File: src/hdl/b64_pkg.sv
`timescale 1ns / 1ps

package b64_pkg;

	localparam int unsigned QueueDepth = 2;

	localparam logic [7:0] PAD_CHAR = 8'h3D;

	typedef struct packed {
		logic [7:0] data_byte;
		logic       final_byte;
	} in_word_t;

	typedef struct packed {
		logic [7:0] code_char;
		logic       end_of_message;
	} out_word_t;

	typedef enum logic [1:0] {
		PH0 = 2'd0,
		PH1 = 2'd1,
		PH2 = 2'd2
	} phase_t;

	// up to four characters produced by one byte; last_idx is count minus one
	typedef struct packed {
		logic [3:0][7:0] chars;
		logic [1:0]      last_idx;
		logic            fin;
	} job_t;

	function automatic logic [7:0] sym(input logic [5:0] six);
		logic [7:0] v;
		v = {2'b00, six};
		if (six < 6'd26) begin
			return 8'h41 + v;
		end else if (six < 6'd52) begin
			return 8'h61 + (v - 8'd26);
		end else if (six < 6'd62) begin
			return 8'h30 + (v - 8'd52);
		end else if (six == 6'd62) begin
			return 8'h2B;
		end else begin
			return 8'h2F;
		end
	endfunction

endpackage

File: src/hdl/base64_stream_encoder.sv
`timescale 1ns / 1ps

// Base64 stream encoder (standard alphabet, '=' padding). Bytes enter on the byte
// channel, one word each, final_byte marking the last byte of a message; characters
// leave on the char channel one per cycle while char_stall is low, end_of_message on
// the last one. A byte is taken whenever the job queue has room, and it yields one to
// four characters; the output register drains one character per cycle unless
// char_stall holds it, so the sustained rate is set by that single output port, with
// a byte accepted every cycle until the queue (QUEUE_DEPTH jobs) fills.
module base64_stream_encoder import b64_pkg::*; #(
	parameter int unsigned QUEUE_DEPTH = QueueDepth
) (
	input  logic      clk,
	input  logic      arst_n,
	input  logic      byte_valid,
	output logic      byte_stall,
	input  in_word_t  byte_word,
	output logic      char_valid,
	input  logic      char_stall,
	output out_word_t char_word
);

	job_t new_job, head_job;
	logic take, pop, full, empty;

	assign byte_stall = full;
	assign take       = byte_valid && !full;

	b64_front u_front (
		.clk    (clk),
		.arst_n (arst_n),
		.take   (take),
		.word   (byte_word),
		.job    (new_job)
	);

	b64_queue #(
		.DEPTH (QUEUE_DEPTH)
	) u_queue (
		.clk      (clk),
		.arst_n   (arst_n),
		.push     (take),
		.push_job (new_job),
		.pop      (pop),
		.head     (head_job),
		.full     (full),
		.empty    (empty)
	);

	b64_back u_back (
		.clk       (clk),
		.arst_n    (arst_n),
		.head      (head_job),
		.empty     (empty),
		.pop       (pop),
		.out_valid (char_valid),
		.out_stall (char_stall),
		.out_word  (char_word)
	);

endmodule

File: src/hdl/b64_front.sv
`timescale 1ns / 1ps

module b64_front import b64_pkg::*; (
	input  logic     clk,
	input  logic     arst_n,
	input  logic     take,
	input  in_word_t word,
	output job_t     job
);

	phase_t     phase_q, phase_d;
	logic [3:0] left_q, left_d;
	logic [7:0] b;
	logic       fin;

	assign b   = word.data_byte;
	assign fin = word.final_byte;

	always_comb begin
		job.chars    = {4{PAD_CHAR}};
		job.last_idx = 2'd0;
		job.fin      = fin;
		phase_d      = phase_q;
		left_d       = left_q;
		case (phase_q)
			PH1: begin
				job.chars[0] = sym({left_q[1:0], b[7:4]});
				job.chars[1] = sym({b[3:0], 2'b00});
				job.last_idx = fin ? 2'd2 : 2'd0;
				phase_d      = fin ? PH0 : PH2;
				left_d       = fin ? 4'd0 : b[3:0];
			end
			PH2: begin
				job.chars[0] = sym({left_q, b[7:6]});
				job.chars[1] = sym(b[5:0]);
				job.last_idx = 2'd1;
				phase_d      = PH0;
				left_d       = 4'd0;
			end
			default: begin
				// unused phase code behaves as phase 0
				job.chars[0] = sym(b[7:2]);
				job.chars[1] = sym({b[1:0], 4'b0000});
				job.last_idx = fin ? 2'd3 : 2'd0;
				phase_d      = fin ? PH0 : PH1;
				left_d       = fin ? 4'd0 : {2'b00, b[1:0]};
			end
		endcase
	end

	always_ff @(posedge clk or negedge arst_n) begin
		if (!arst_n) begin
			phase_q <= PH0;
			left_q  <= 4'd0;
		end else if (take) begin
			phase_q <= phase_d;
			left_q  <= left_d;
		end
	end

endmodule

File: src/hdl/b64_queue.sv
`timescale 1ns / 1ps

module b64_queue import b64_pkg::*; #(
	parameter int unsigned DEPTH = QueueDepth
) (
	input  logic clk,
	input  logic arst_n,
	input  logic push,
	input  job_t push_job,
	input  logic pop,
	output job_t head,
	output logic full,
	output logic empty
);

	localparam int unsigned PW = (DEPTH > 1) ? $clog2(DEPTH) : 1;
	localparam int unsigned CW = $clog2(DEPTH + 1);

	job_t          mem_q [DEPTH];
	logic [PW-1:0] wr_ptr_q, rd_ptr_q;
	logic [CW-1:0] count_q;

	assign full  = (count_q == CW'(DEPTH));
	assign empty = (count_q == '0);
	assign head  = mem_q[rd_ptr_q];

	function automatic logic [PW-1:0] bump(input logic [PW-1:0] p);
		return (p == PW'(DEPTH - 1)) ? '0 : p + 1'b1;
	endfunction

	always_ff @(posedge clk) begin
		if (push) begin
			mem_q[wr_ptr_q] <= push_job;
		end
	end

	always_ff @(posedge clk or negedge arst_n) begin
		if (!arst_n) begin
			wr_ptr_q <= '0;
			rd_ptr_q <= '0;
			count_q  <= '0;
		end else begin
			if (push) begin
				wr_ptr_q <= bump(wr_ptr_q);
			end
			if (pop) begin
				rd_ptr_q <= bump(rd_ptr_q);
			end
			if (push && !pop) begin
				count_q <= count_q + 1'b1;
			end else if (pop && !push) begin
				count_q <= count_q - 1'b1;
			end
		end
	end

`ifndef SYNTHESIS
	a_count_bound: assert property (@(posedge clk) disable iff (!arst_n)
		count_q <= CW'(DEPTH))
		else $error("queue count overflow");
	a_no_pop_empty: assert property (@(posedge clk) disable iff (!arst_n)
		pop |-> !empty)
		else $error("pop from empty queue");
	a_no_push_full: assert property (@(posedge clk) disable iff (!arst_n)
		(push && !pop) |-> !full)
		else $error("push into full queue");
	a_count_up: assert property (@(posedge clk) disable iff (!arst_n)
		(push && !pop) |=> count_q == $past(count_q) + 1'b1)
		else $error("queue count did not advance");
`endif

endmodule

File: src/hdl/b64_back.sv
`timescale 1ns / 1ps

module b64_back import b64_pkg::*; (
	input  logic      clk,
	input  logic      arst_n,
	input  job_t      head,
	input  logic      empty,
	output logic      pop,
	output logic      out_valid,
	input  logic      out_stall,
	output out_word_t out_word
);

	logic [1:0] idx_q;
	logic       valid_q;
	out_word_t  word_q;
	logic       advance, load, at_last;

	assign advance = !valid_q || !out_stall;
	assign load    = advance && !empty;
	assign at_last = (idx_q == head.last_idx);
	assign pop     = load && at_last;

	assign out_valid = valid_q;
	assign out_word  = word_q;

	always_ff @(posedge clk or negedge arst_n) begin
		if (!arst_n) begin
			valid_q <= 1'b0;
			idx_q   <= 2'd0;
		end else if (advance) begin
			valid_q <= !empty;
			if (load) begin
				idx_q <= at_last ? 2'd0 : idx_q + 2'd1;
			end
		end
	end

	always_ff @(posedge clk) begin
		if (load) begin
			word_q.code_char      <= head.chars[idx_q];
			word_q.end_of_message <= head.fin && at_last;
		end
	end

endmodule
File: config.mk
export PLATFORM = sky130hd
export DESIGN_NAME = base64_stream_encoder
export DESIGN_NICKNAME = d
export VERILOG_FILES = /design/src/hdl/b64_pkg.sv /design/src/hdl/base64_stream_encoder.sv /design/src/hdl/b64_front.sv /design/src/hdl/b64_queue.sv /design/src/hdl/b64_back.sv
export SDC_FILE = /design/constraint.sdc
export NUM_CORES = 1
export LEC_CHECK = 0
export BUFFER_PORTS_ARGS = -buffer_cell sky130_fd_sc_hd__buf_2
export CAP_MARGIN = 15
export CORE_MARGIN = 10
export CORE_UTILIZATION = 25
export CTS_CLUSTER_DIAMETER = 200
export DETAILED_ROUTE_END_ITERATION = 6
export PLACE_DENSITY_LB_ADDON = 0.3
export SYNTH_ARGS = -nofsm -noshare
export SYNTH_HDL_FRONTEND = slang
export SYNTH_HIERARCHICAL = 1
export SYNTH_SLANG_ARGS = --single-unit
File: constraint.sdc
create_clock -name clk -period 3.8 [get_ports clk]
set_clock_uncertainty 0.1 [all_clocks]
set_input_delay 0.19 -clock clk [delete_from_list [all_inputs] [get_ports clk]]
set_output_delay 0.19 -clock clk [all_outputs]
set_load 0.03 [all_outputs]
After elaboration in Yosys (flattened, before gate mapping). Memories as Yosys holds them, arrays and structs flattened. Cells that the tools add are included.

Register bits after elaboration: 22. Bits in latches: 0. RAM bits: 38. ROM bits: 0. Bits of input ports: 13. Output and inout port bits: 11. Logic and storage cells: 128. Memories kept: 1.

Add/subtract/negate cells: 35. Multipliers: 0. Div/mod/pow operators: 0. $lt $le $gt $ge: 19. Equality and inequality tests: 8. Shift operators: 0. Muxes and demuxes: 40. Bitwise operators: 0. Reductions and logical operators: 16.

Memories: u_queue.mem_q (depth 2, width 19, rd ports 1, clocked after memory_dff 0, wr ports 1, RTL line b64_queue.sv:19) `job_t mem_q [DEPTH];`.

Operators by type and width (number): 8-bit two-way mux (19); 6-bit < comparator, second input constant (12); 6-bit by 8-bit adder with 8-bit output, first input constant (6); 7-bit by 6-bit adder with 8-bit output, first input constant (6); 7-bit by 8-bit adder with 8-bit output, first input constant (6); 6-bit by 5-bit subtractor with 7-bit output, second input constant (6); 6-bit by 6-bit subtractor with 7-bit output, second input constant (6); 6-bit by 5-bit < comparator with 1-bit output, second input constant (6); 18-bit one-hot mux with 2 select lines (1); 6-bit equality test, second input constant (4); 8-bit binary-select mux with 2-bit select (1); 2-bit two-way mux (7); 3-bit two-way mux (4); 4-bit one-hot mux with 2 select lines (1); 1-bit logical AND (6); 1-bit zero test (6); 1-bit two-way mux (5); 2-bit by 1-bit adder with 2-bit output, second input constant (2); 2-bit equality test, second input constant (2); 4-bit two-way mux (1); 2-bit one-hot mux with 2 select lines (1); 2-bit by 3-bit < comparator with 1-bit output, second input constant (1); 1-bit adder, second input constant (2); 2-bit by 1-bit equality test with 1-bit output, second input constant (1); other kinds (6) (6).

Depth between registers and ports, before layout. Gate-level depths: netlist of run 1.

Word-level depth: 7. Mapped depth: 11. Gate-level depth less buffers: 10.

By module. The synthesis of run 1 kept the hierarchy.

Modules (own cells, without submodules): b64_front (times used 1, cells each 434, area an instance 3110.5 um^2, sequential area each 150.1 um^2); b64_queue (times used 1, cells each 125, area an instance 2862.7 um^2, sequential area each 2202.1 um^2); b64_back (times used 1, cells each 39, area an instance 653.1 um^2, sequential area each 345.3 um^2); base64_stream_encoder (times used 1, cells each 1, area an instance 13.8 um^2, sequential area each 0.0 um^2).

Worst setup path before layout of run 1. OpenSTA, ideal clock, no wires.

Path type: register to register. From: register u_queue.count_q[1]. To: memory u_queue/mem_q[0][0] in the netlist's numbering (enable). Arrival time: 2.462 ns. Slack: 0.806 ns. Cell stages (with the launch flop): 4. Buffers on the path: 0. Period minus slack after synthesis: 2.994 ns. Path through: dfrtp_1 -> nor2b_1 -> nor2b_4 -> nor2b_1.

Longest elaborated chain between the ends: 5.

Ends and longest elaborated chain: start: declaration (RTL line b64_queue.sv:21) `logic [CW-1:0] count_q;`; start signal: assignment (RTL line b64_queue.sv:50) `count_q <= count_q + 1'b1;`; start signal: assignment (RTL line b64_queue.sv:52) `count_q <= count_q - 1'b1;`; 2-bit equality test (RTL line b64_queue.sv:23) `assign full = (count_q == CW'(DEPTH));`; net byte_stall (RTL line base64_stream_encoder.sv:16) `output logic byte_stall,`; 1-bit zero test (RTL line base64_stream_encoder.sv:27) `assign take = byte_valid && !full;`; 1-bit logical AND (RTL line base64_stream_encoder.sv:27); net take (RTL line base64_stream_encoder.sv:24) `logic take, pop, full, empty;`; 1-bit two-way mux (RTL line b64_queue.sv:32) `if (push) begin`; 1-bit two-way mux (implied by the code) (RTL line b64_queue.sv:33) `mem_q[wr_ptr_q] <= push_job;`; end: declaration (RTL line b64_queue.sv:19).

The timed path passes the listed nets, and every way through them passes these cells.

==> impl_metrics.json, run 1 <==
{
  "place_congestion": 0.894,
  "worst_slew_pin_slew_ns": 0.853,
  "h-tree-depth": 3,
  "vias": 4548,
  "crit_path_cell_trace": "buf_4, ha_1, a21oi_2, nand2b_1, nand2_1, ha_1, a221oi_1, o21ai_0, a31oi_1",
  "final-hold-violation-count": 0,
  "cp.required_ns": 3.84,
  "viasPerCell": 4.77,
  "cts_root_buf": "clkbuf_16",
  "utilization_pct": 28.0,
  "switching_share_pct": 36.9,
  "min_period_over_period_pct": 73.0,
  "antenna_cells": 0,
  "synth_top_family_by_area": "compound AO/OA/AOI/OAI gates",
  "crit_start": "u_front/left_q[0]",
  "nFillCells": 2770,
  "coreArea_um2": 26100,
  "hpwl_mm": 11.6,
  "final_common_cell": "edfxtp_1",
  "synth_area_um2": 6640,
  "dpl_cell_area_um2": 6970,
  "ys_seq_elements": 92,
  "dr.pass1.iters": 5,
  "crit_arrival_ns": 2.81,
  "reg2reg_depth": 9,
  "crit_top_cell": "ha_1",
  "critPathMaxFanout": 7,
  "hold_path_depth": 1,
  "drt_iter0_markers": 419,
  "fin_crit_ns": 2.77,
  "drt-wirelength-per-cell_um": 16.4,
  "port_buffers": 23,
  "hold_class": "input pin to flop",
  "place_ws_ns": 0.969,
  "finalSetupViolCount": 0,
  "grt_use_total_pct": 9.36,
  "p_comb_share_pct": 44.1,
  "ys_seq_area_share_pct": 40.6,
  "run_status": "finished, final reports clean",
  "synthXorXnorAreaFrac_pct": 7.61,
  "cp-end-kind": "flop",
  "start_kind": "flop",
  "start_util_pct": 25.4,
  "peakVddDrop_uv": 202,
  "drv_slew": 0,
  "worstSetupPathType": "flop to flop",
  "rows": 59,
  "area_delta_synth_final_pct": 10.2,
  "synth-compound-area-share_pct": 13.7,
  "timing.rr.start": "u_front/left_q[0]",
  "power_switching_uw": 1810,
  "fmax_mhz": 361,
  "cts.sinks": 92,
  "die_h_um": 183,
  "cpMaxStageDelayCell": "dfrtp_1",
  "clkPwrFrac_pct": 19.5,
  "seq_power_share_pct": 36.5,
  "rsz0062_at_grt": "no",
  "layout_common_cells": "79 x edfxtp_1, 48 x ha_1, 44 x nand2_1, 36 x a21oi_1, 35 x xnor2_1",
  "yosys_warnings": 6,
  "grt_max_degree": 36,
  "worst_slack_ns": 1.03,
  "r2r_end": "u_queue/mem_q[0][8]",
  "synth_mux_area_share_pct": 11.4,
  "antenna_left": 0,
  "relSlewSlack_pct": 42.9,
  "slowest_delay_ns": 0.48,
  "synth_cells": 599,
  "fin_area_um2": 7310,
  "wl_mm": 15.7,
  "drive_gt1_share_pct": 18.1,
  "dieArea_um2": 33500,
  "synth_area_per_cell_um2": 11.1,
  "grt_pass1_wl_mm": 25.2,
  "power.density_nw_per_um2": 669,
  "nets": 675,
  "async_flop_share_pct": 14.1,
  "cts_tree": "done",
  "reg2reg_slack_ns": 1.03,
  "fp.dieW_um": 183,
  "internal-power_uw": 3090,
  "drc": 0,
  "tns_ns": 0,
  "crit_family": "compound AO/OA/AOI/OAI gates",
  "synthAdderAreaFrac_pct": 9.04,
  "maxCapViolCount": 0,
  "grt_pass1_vias": 4437,
  "ios": 24,
  "clkTransAtPathRegs_ns": 0.07,
  "synth_edf_count": 79,
  "antenna_found_initial": 0,
  "ys.flop_type": "edfxtp_1",
  "synth-simple-area-share_pct": 10.9,
  "leakage_uw": 0.00278,
  "worst_hold_slack_ns": 0.0393,
  "cts_buffer_depth": 2,
  "cts_buffers": 9,
  "critPathBufInv": 1,
  "crit_cells": 9,
  "endpoint": "u_queue/mem_q[0][8]",
  "clk_latency_ns": 0.34,
  "grt-ovfl-total": 0,
  "yosysUniqueCellTypes": 71
}
[registers in the layout, indices dropped and copies added (netlist names)]
| signal | flops |
|---|---|
| u_back/out_valid | 1 |
| u_queue/wr_ptr_q | 1 |
| u_front/phase_q | 2 |
| u_queue/count_q | 2 |
| u_queue/rd_ptr_q | 1 |
| u_queue/mem_q | 70 |
| u_back/idx_q | 2 |
| u_front/left_q | 4 |
| u_back/out_word | 9 |
[routing by layer]
layer | track usage (%) | wire [µm]
met3 | 1.52 | 892
met5 | 0 | 0
met2 | 14.6 | 7130
met1 | 12.9 | 7340
met4 | 3.11 | 299
[Yosys cell counts (all sizes together) (9+ instances only)]
library cell | count | share of area, %
a21oi | 40 | 3.2
a31oi | 11 | 1.0
buf | 39 | 4.8
dfrtp | 13 | 4.9
edfxtp | 79 | 36
ha | 48 | 9.0
inv | 21 | 1.2
mux2 | 37 | 7.9
nand2 | 44 | 2.5
nand3 | 15 | 1.1
nor2 | 30 | 1.8
nor2b | 10 | 1.2
nor3 | 9 | 0.68
o21ai | 35 | 2.6
xnor2 | 36 | 4.9
xor2 | 20 | 2.8
[area by class of cell]
class / count / area (µm²) / share of cell area, %
Inverter: 23 / 86.3 / 1.18
Clock inverter: 7 / 98.8 / 1.35
Tap cell: 335 / 419 / 5.73
Clock buffer: 9 / 225 / 3.08
Timing Repair Buffer: 36 / 218 / 2.98
Multi-Input combinational cell: 452 / 3570 / 48.8
Sequential cell: 92 / 2700 / 36.9
[power by group through the flow]
stage	Sequential [µW]	Combinational, µW	Clock, µW
after floorplan	1800	1680	0
after global placement	1810	2170	0
after detailed placement	1810	2160	0
after CTS	1800	2170	983
after global routing	1830	2380	1020
final	1780	2160	953
[timing repair]
action                    4_1_cts  5_1_grt
hold buffers                    2        0
hold endpoints to repair       14        0
resized for setup               0        0
setup buffers                   0        0
[worst min path at each step]
stage,start,endpoint,slack [ns]
6_report,byte_word[0],u_queue/mem_q[0][0],0.04
5_1_grt,byte_word[0],u_queue/mem_q[0][0],0.06
4_1_cts,byte_word[0],u_queue/mem_q[0][0],0.03
3_5_place_dp,arst_n,u_queue/count_q[1],0.01
3_3_place_gp,arst_n,u_queue/count_q[1],0.01
2_1_floorplan,arst_n,u_back/idx_q[0],-0.21
[cells by family (layout without fill, tap and decap cells)]
group	Yosys count	count (layout)
other	2	16
flip-flops	92	92
buffers and inverters	69	75
XOR/XNOR	56	56
AND/OR/NAND/NOR	142	142
multiplexers	49	49
adder cells (fa/ha/maj)	48	48
AO/OA/AOI/OAI	141	141
[worst reg2reg max path, cell delays in order, from the launching register on]
cell      delay [ns]
dfrtp_1         0.48
buf_4           0.23
ha_1            0.20
a21oi_2         0.30
nand2b_1        0.22
nand2_1         0.08
ha_1            0.30
a221oi_1        0.26
o21ai_0         0.12
a31oi_1         0.29
[through the flow]
stage,power (µW),std cells
after detailed placement,3980,936
after floorplan,3480,613
after CTS,4950,954
after global placement,3980,936
final,4890,954
after global routing,5230,954
No activity file was read; power rests on OpenSTA's default activity.
==> run 2: changes to the inputs <==
==> constraint.sdc (replaced) <==
create_clock -name clk -period 2.6 [get_ports clk]
set_clock_uncertainty 0.1 [all_clocks]
set_input_delay 0.13 -clock clk [delete_from_list [all_inputs] [get_ports clk]]
set_output_delay 0.13 -clock clk [all_outputs]
set_load 0.03 [all_outputs]
==> impl_metrics.json, run 2 (synthesis results as in run 1) <==
{
  "drt-wirelength-per-cell_um": 16.4,
  "clk_latency_ns": 0.34,
  "drt_iter0_markers": 321,
  "dieArea_um2": 33500,
  "hold_class": "input pin to async pin",
  "fin_crit_ns": 2.47,
  "min_period_over_period_pct": 95.1,
  "viasPerCell": 4.69,
  "internal-power_uw": 4520,
  "final_common_cell": "edfxtp_1",
  "cp.required_ns": 2.55,
  "rows": 59,
  "largest_reg_flops": 70,
  "drive_gt1_share_pct": 22.2,
  "worstSetupPathType": "flop to flop",
  "p_comb_share_pct": 48.6,
  "grt_pass1_vias": 4461,
  "place_congestion": 0.857,
  "tns_ns": 0,
  "power_switching_uw": 2780,
  "worst_slew_pin_slew_ns": 0.724,
  "instances_no_fill": 987,
  "switching_share_pct": 38.1,
  "dr.pass1.iters": 7,
  "maxCapViolCount": 0,
  "grt_max_degree": 36,
  "post-cts-setup-buffers": 0,
  "clkTransAtPathRegs_ns": 0.07,
  "grt-ovfl-total": 0,
  "start_util_pct": 25.4,
  "vias": 4633,
  "antenna_left": 0,
  "reg2reg_depth": 8,
  "wl_mm": 16.2,
  "layout_common_cells": "79 x edfxtp_1, 48 x ha_1, 44 x nand2_1, 40 x buf_4, 36 x a21oi_1",
  "cts_buffers": 9,
  "drc": 0,
  "fmax_mhz": 405,
  "area_delta_synth_final_pct": 14.1,
  "relSlewSlack_pct": 51.5,
  "leakage_uw": 0.00294,
  "critPathMaxFanout": 6,
  "crit_arrival_ns": 2.42,
  "port_buffers": 23,
  "cp-end-kind": "flop",
  "grt_use_total_pct": 9.57,
  "antenna_found_initial": 0,
  "coreArea_um2": 26100,
  "finalSetupViolCount": 0,
  "start_kind": "flop",
  "seq_power_share_pct": 33.8,
  "top_register": "u_queue/mem_q",
  "drv_slew": 0,
  "run_status": "finished, final reports clean",
  "cts.sinks": 92,
  "peakVddDrop_uv": 538,
  "die_h_um": 183,
  "cts_buffer_depth": 2,
  "dpl_cell_area_um2": 7250,
  "worst_slack_ns": 0.128,
  "cts_tree": "done",
  "grt_pass1_wl_mm": 25.4,
  "place_ws_ns": 0.0977,
  "fin_area_um2": 7570,
  "fp.dieW_um": 183,
  "antenna_cells": 0,
  "hpwl_mm": 12.0,
  "dp.cells": 968,
  "power.density_nw_per_um2": 963,
  "ios": 24,
  "nFillCells": 2802,
  "nets": 708,
  "h-tree-depth": 3,
  "clkPwrFrac_pct": 17.6,
  "cts_root_buf": "clkbuf_16",
  "final-hold-violation-count": 0
}
run 2: cell count changes in the layout (fill, tap and decap cells not counted), sizes merged:
| cell | change |
|---|---|
| buf | +32 |
| bufinv | -2 |
| clkinv | -2 |
| inv | +4 |
| dlygate4sd3 | +1 |
run 2: final cells by class:
| cell class | count | area [µm²] | area share [%] |
|---|---|---|---|
| Inverter | 23 | 86.3 | 1.14 |
| Multi-Input combinational cell | 452 | 3580 | 47.2 |
| Tap cell | 335 | 419 | 5.53 |
| Clock buffer | 9 | 225 | 2.97 |
| Clock inverter | 7 | 62.6 | 0.826 |
| Timing Repair Buffer | 69 | 505 | 6.67 |
| Sequential cell | 92 | 2700 | 35.6 |
run 2: critical path, stage by stage (launching register included):
cell and delay (ns):
dfrtp_1 0.47, buf_4 0.17, ha_1 0.27, and3_1 0.25, nor2_1 0.08, buf_4 0.15
a221oi_1 0.26, a2bb2oi_1 0.26, o211ai_1 0.17
run 2: path summary, 6_finish.rpt:
path	to	from	slack (ns)
max	u_queue/mem_q[0][7]	u_front/left_q[0]	0.13
max in group asynchronous	u_queue/rd_ptr_q	arst_n	1.98
min reg2reg	u_queue/count_q[1]	u_queue/count_q[1]	0.39
max reg2reg	u_queue/mem_q[0][7]	u_front/left_q[0]	0.13
min	u_front/left_q[0]	arst_n	0.13
min in group clk	u_front/phase_q[1]	byte_valid	0.13
run 2: repair_timing:
action,4_1_cts,5_1_grt
gates resized for setup,0,3
endpoints found under the setup margin,0,6
hold buffers,3,0
hold endpoints to repair,16,0
run 2: power groups by stage:
stage | Sequential (µW) | Clock [µW] | Combinational, µW
6_report | 2460 | 1290 | 3550
4_1_cts | 2470 | 1330 | 3590
5_1_grt | 2510 | 1380 | 3860
2_1_floorplan | 2620 | 0 | 2460
3_5_place_dp | 2500 | 0 | 3560
3_3_place_gp | 2480 | 0 | 3570
run 2: metal layers:
metal / vias to the layer above / track usage [%] / share of wire (%)
met5: - / 0 / 0
met4: 0 / 3.25 / 1.7
met3: 17 / 1.38 / 3.8
met2: 90 / 14.8 / 46
met1: 2258 / 13.3 / 49
li1: 2268 / - / -
run 2: per-stage QoR:
step / power [µW] / hold slack [ns] / utilization (%)
after floorplan: 5080 / -0.266 / -
after detailed placement: 6060 / -0.0240 / 27.7
after CTS: 7390 / 0.129 / 29.0
after global routing: 7750 / 0.155 / 29.0
final: 7300 / 0.128 / 29.0
after global placement: 6050 / -0.0262 / 27.7
==> run 3: changes to the inputs <==
--- a/config.mk
+++ b/config.mk
@@ -7,7 +7,7 @@
 export LEC_CHECK = 0
 export BUFFER_PORTS_ARGS = -buffer_cell sky130_fd_sc_hd__buf_2
 export CAP_MARGIN = 15
-export CORE_MARGIN = 10
+export CORE_MARGIN = 2
 export CORE_UTILIZATION = 25
 export CTS_CLUSTER_DIAMETER = 200
 export DETAILED_ROUTE_END_ITERATION = 6
==> impl_metrics.json, run 3 (synthesis results as in run 1) <==
{
  "maxCapViolCount": 0,
  "cp.required_ns": 2.59,
  "rows": 59,
  "dr.pass1.iters": 5,
  "vias": 4641,
  "largest_reg_flops": 70,
  "final-hold-violation-count": 0,
  "final_common_cell": "edfxtp_1",
  "crit_path_cell_trace": "ha_1, buf_4, nor2b_2, xnor2_1, a21oi_1, mux2i_1, a21oi_1, a311o_1",
  "switching_share_pct": 37.7,
  "relSlewSlack_pct": 57.5,
  "fin_area_um2": 7590,
  "finalSetupViolCount": 0,
  "min_period_over_period_pct": 94.3,
  "drc": 0,
  "drv_slew": 0,
  "hpwl_mm": 12.0,
  "clk_latency_ns": 0.34,
  "cts_root_buf": "clkbuf_16",
  "area_delta_synth_final_pct": 14.3,
  "crit_family": "compound AO/OA/AOI/OAI gates",
  "antenna_cells": 0,
  "start_util_pct": 25.5,
  "fp.dieW_um": 167,
  "cp-end-kind": "flop",
  "utilization_pct": 29.1,
  "worstSetupPathType": "flop to flop",
  "fmax_mhz": 408,
  "grt_max_degree": 36,
  "critPathBufInv": 1,
  "drt_iter0_markers": 327,
  "fin_crit_ns": 2.45,
  "reg2reg_depth": 8,
  "rsz0062_at_grt": "no",
  "port_buffers": 23,
  "slowest_delay_ns": 0.51,
  "cts_tree": "done",
  "post-cts-setup-buffers": 0,
  "run_status": "finished, final reports clean",
  "dpl_cell_area_um2": 7270,
  "coreArea_um2": 26100,
  "grt_use_total_pct": 11.7,
  "reg2reg_slack_ns": 0.15,
  "cts_buffers": 9,
  "grt_pass1_wl_mm": 25.6,
  "worst_slew_pin_slew_ns": 0.635,
  "r2r_end": "u_queue/mem_q[1][9]",
  "start_kind": "flop",
  "cpMaxStageDelayCell": "dfrtp_1",
  "leakage_uw": 0.00294,
  "grt_pass1_vias": 4502,
  "die_h_um": 167,
  "top_register": "u_queue/mem_q",
  "p_comb_share_pct": 48.8,
  "grt-ovfl-total": 0,
  "dp.cells": 973,
  "internal-power_uw": 4480,
  "ios": 24,
  "tns_ns": 0,
  "seq_power_share_pct": 34.1,
  "critPathMaxFanout": 8,
  "layout_common_cells": "79 x edfxtp_1, 48 x ha_1, 46 x buf_4, 44 x nand2_1, 36 x a21oi_1",
  "viasPerCell": 4.68,
  "power.density_nw_per_um2": 948,
  "place_congestion": 0.887,
  "cts_buffer_depth": 2,
  "antenna_found_initial": 0,
  "peakVddDrop_uv": 619,
  "crit_arrival_ns": 2.44,
  "drive_gt1_share_pct": 23.0,
  "cts.sinks": 92,
  "clkTransAtPathRegs_ns": 0.07,
  "antenna_left": 0,
  "power_switching_uw": 2710,
  "h-tree-depth": 3,
  "nets": 713,
  "multiInputGateArea_um2": 3580,
  "nFillCells": 2753,
  "dieArea_um2": 27900,
  "instances_no_fill": 992,
  "clkPwrFrac_pct": 17.1,
  "timing.rr.start": "u_front/left_q[0]",
  "hold_class": "input pin to async pin",
  "final-seq-area_um2": 2700,
  "crit_top_cell": "a21oi_1",
  "drt-wirelength-per-cell_um": 16.1,
  "wl_mm": 15.9
}
run 3: changes by cell type in the layout (fill, tap and decap cells not counted), sizes merged:
cell,change
clkinv,+1
inv,-4
clkbuf,+1
buf,+5
clkinvlp,+2
run 3: per-layer routing:
layer  vias up  track usage, %  part of all wire (%)
li1       2269               -                     -
met1      2255            16.5                    48
met5         -               0                     0
met4         0            3.56                   1.4
met2       100            18.5                    46
met3        17            1.57                   4.3
run 3: stage by stage:
stage,hold WS [ns],total power (µW),setup slack [ns]
after global routing,0.169,7670,0.0156
after global placement,-0.0299,5970,0.142
final,0.119,7190,0.148
after CTS,0.127,7270,0.0982
after floorplan,-0.266,5080,0.238
after detailed placement,-0.0345,6010,0.123
run 3: power groups by stage:
stage	Clock (µW)	Sequential, µW	Combinational, µW
5_1_grt	1320	2510	3840
6_report	1230	2450	3510
4_1_cts	1270	2460	3540
2_1_floorplan	0	2620	2460
3_5_place_dp	0	2490	3520
3_3_place_gp	0	2480	3500
run 3: cell type report:
class | instances | area share [%]
clock buffers | 10 | 3.02
clock inverters | 6 | 0.610
inverters | 23 | 1.14
multi-input cells | 452 | 47.1
flip-flops and latches | 92 | 35.6
well taps | 335 | 5.52
repair buffers | 74 | 6.99
run 3: worst max path at each step:
stage | startpoint | endpoint | slack [ns] | cells after the start
global placement | byte_word[7] | u_queue/mem_q[0][9] | 0.14 | 9
CTS | u_front/left_q[0] | u_queue/mem_q[1][4] | 0.1 | 8
detailed placement | u_front/left_q[0] | u_queue/mem_q[1][4] | 0.12 | 8
global route | u_front/left_q[0] | u_queue/mem_q[1][9] | 0.02 | 8
finish | u_front/left_q[0] | u_queue/mem_q[1][9] | 0.15 | 8
floorplan | byte_word[8] | u_queue/mem_q[0][9] | 0.24 | 11
run 3: timing repair:
item / 4_1_cts / 5_1_grt
endpoints found under the hold margin: 16 / 0
hold buffers: 3 / 0
resized for setup: 0 / 3
setup endpoints to repair: 0 / 8
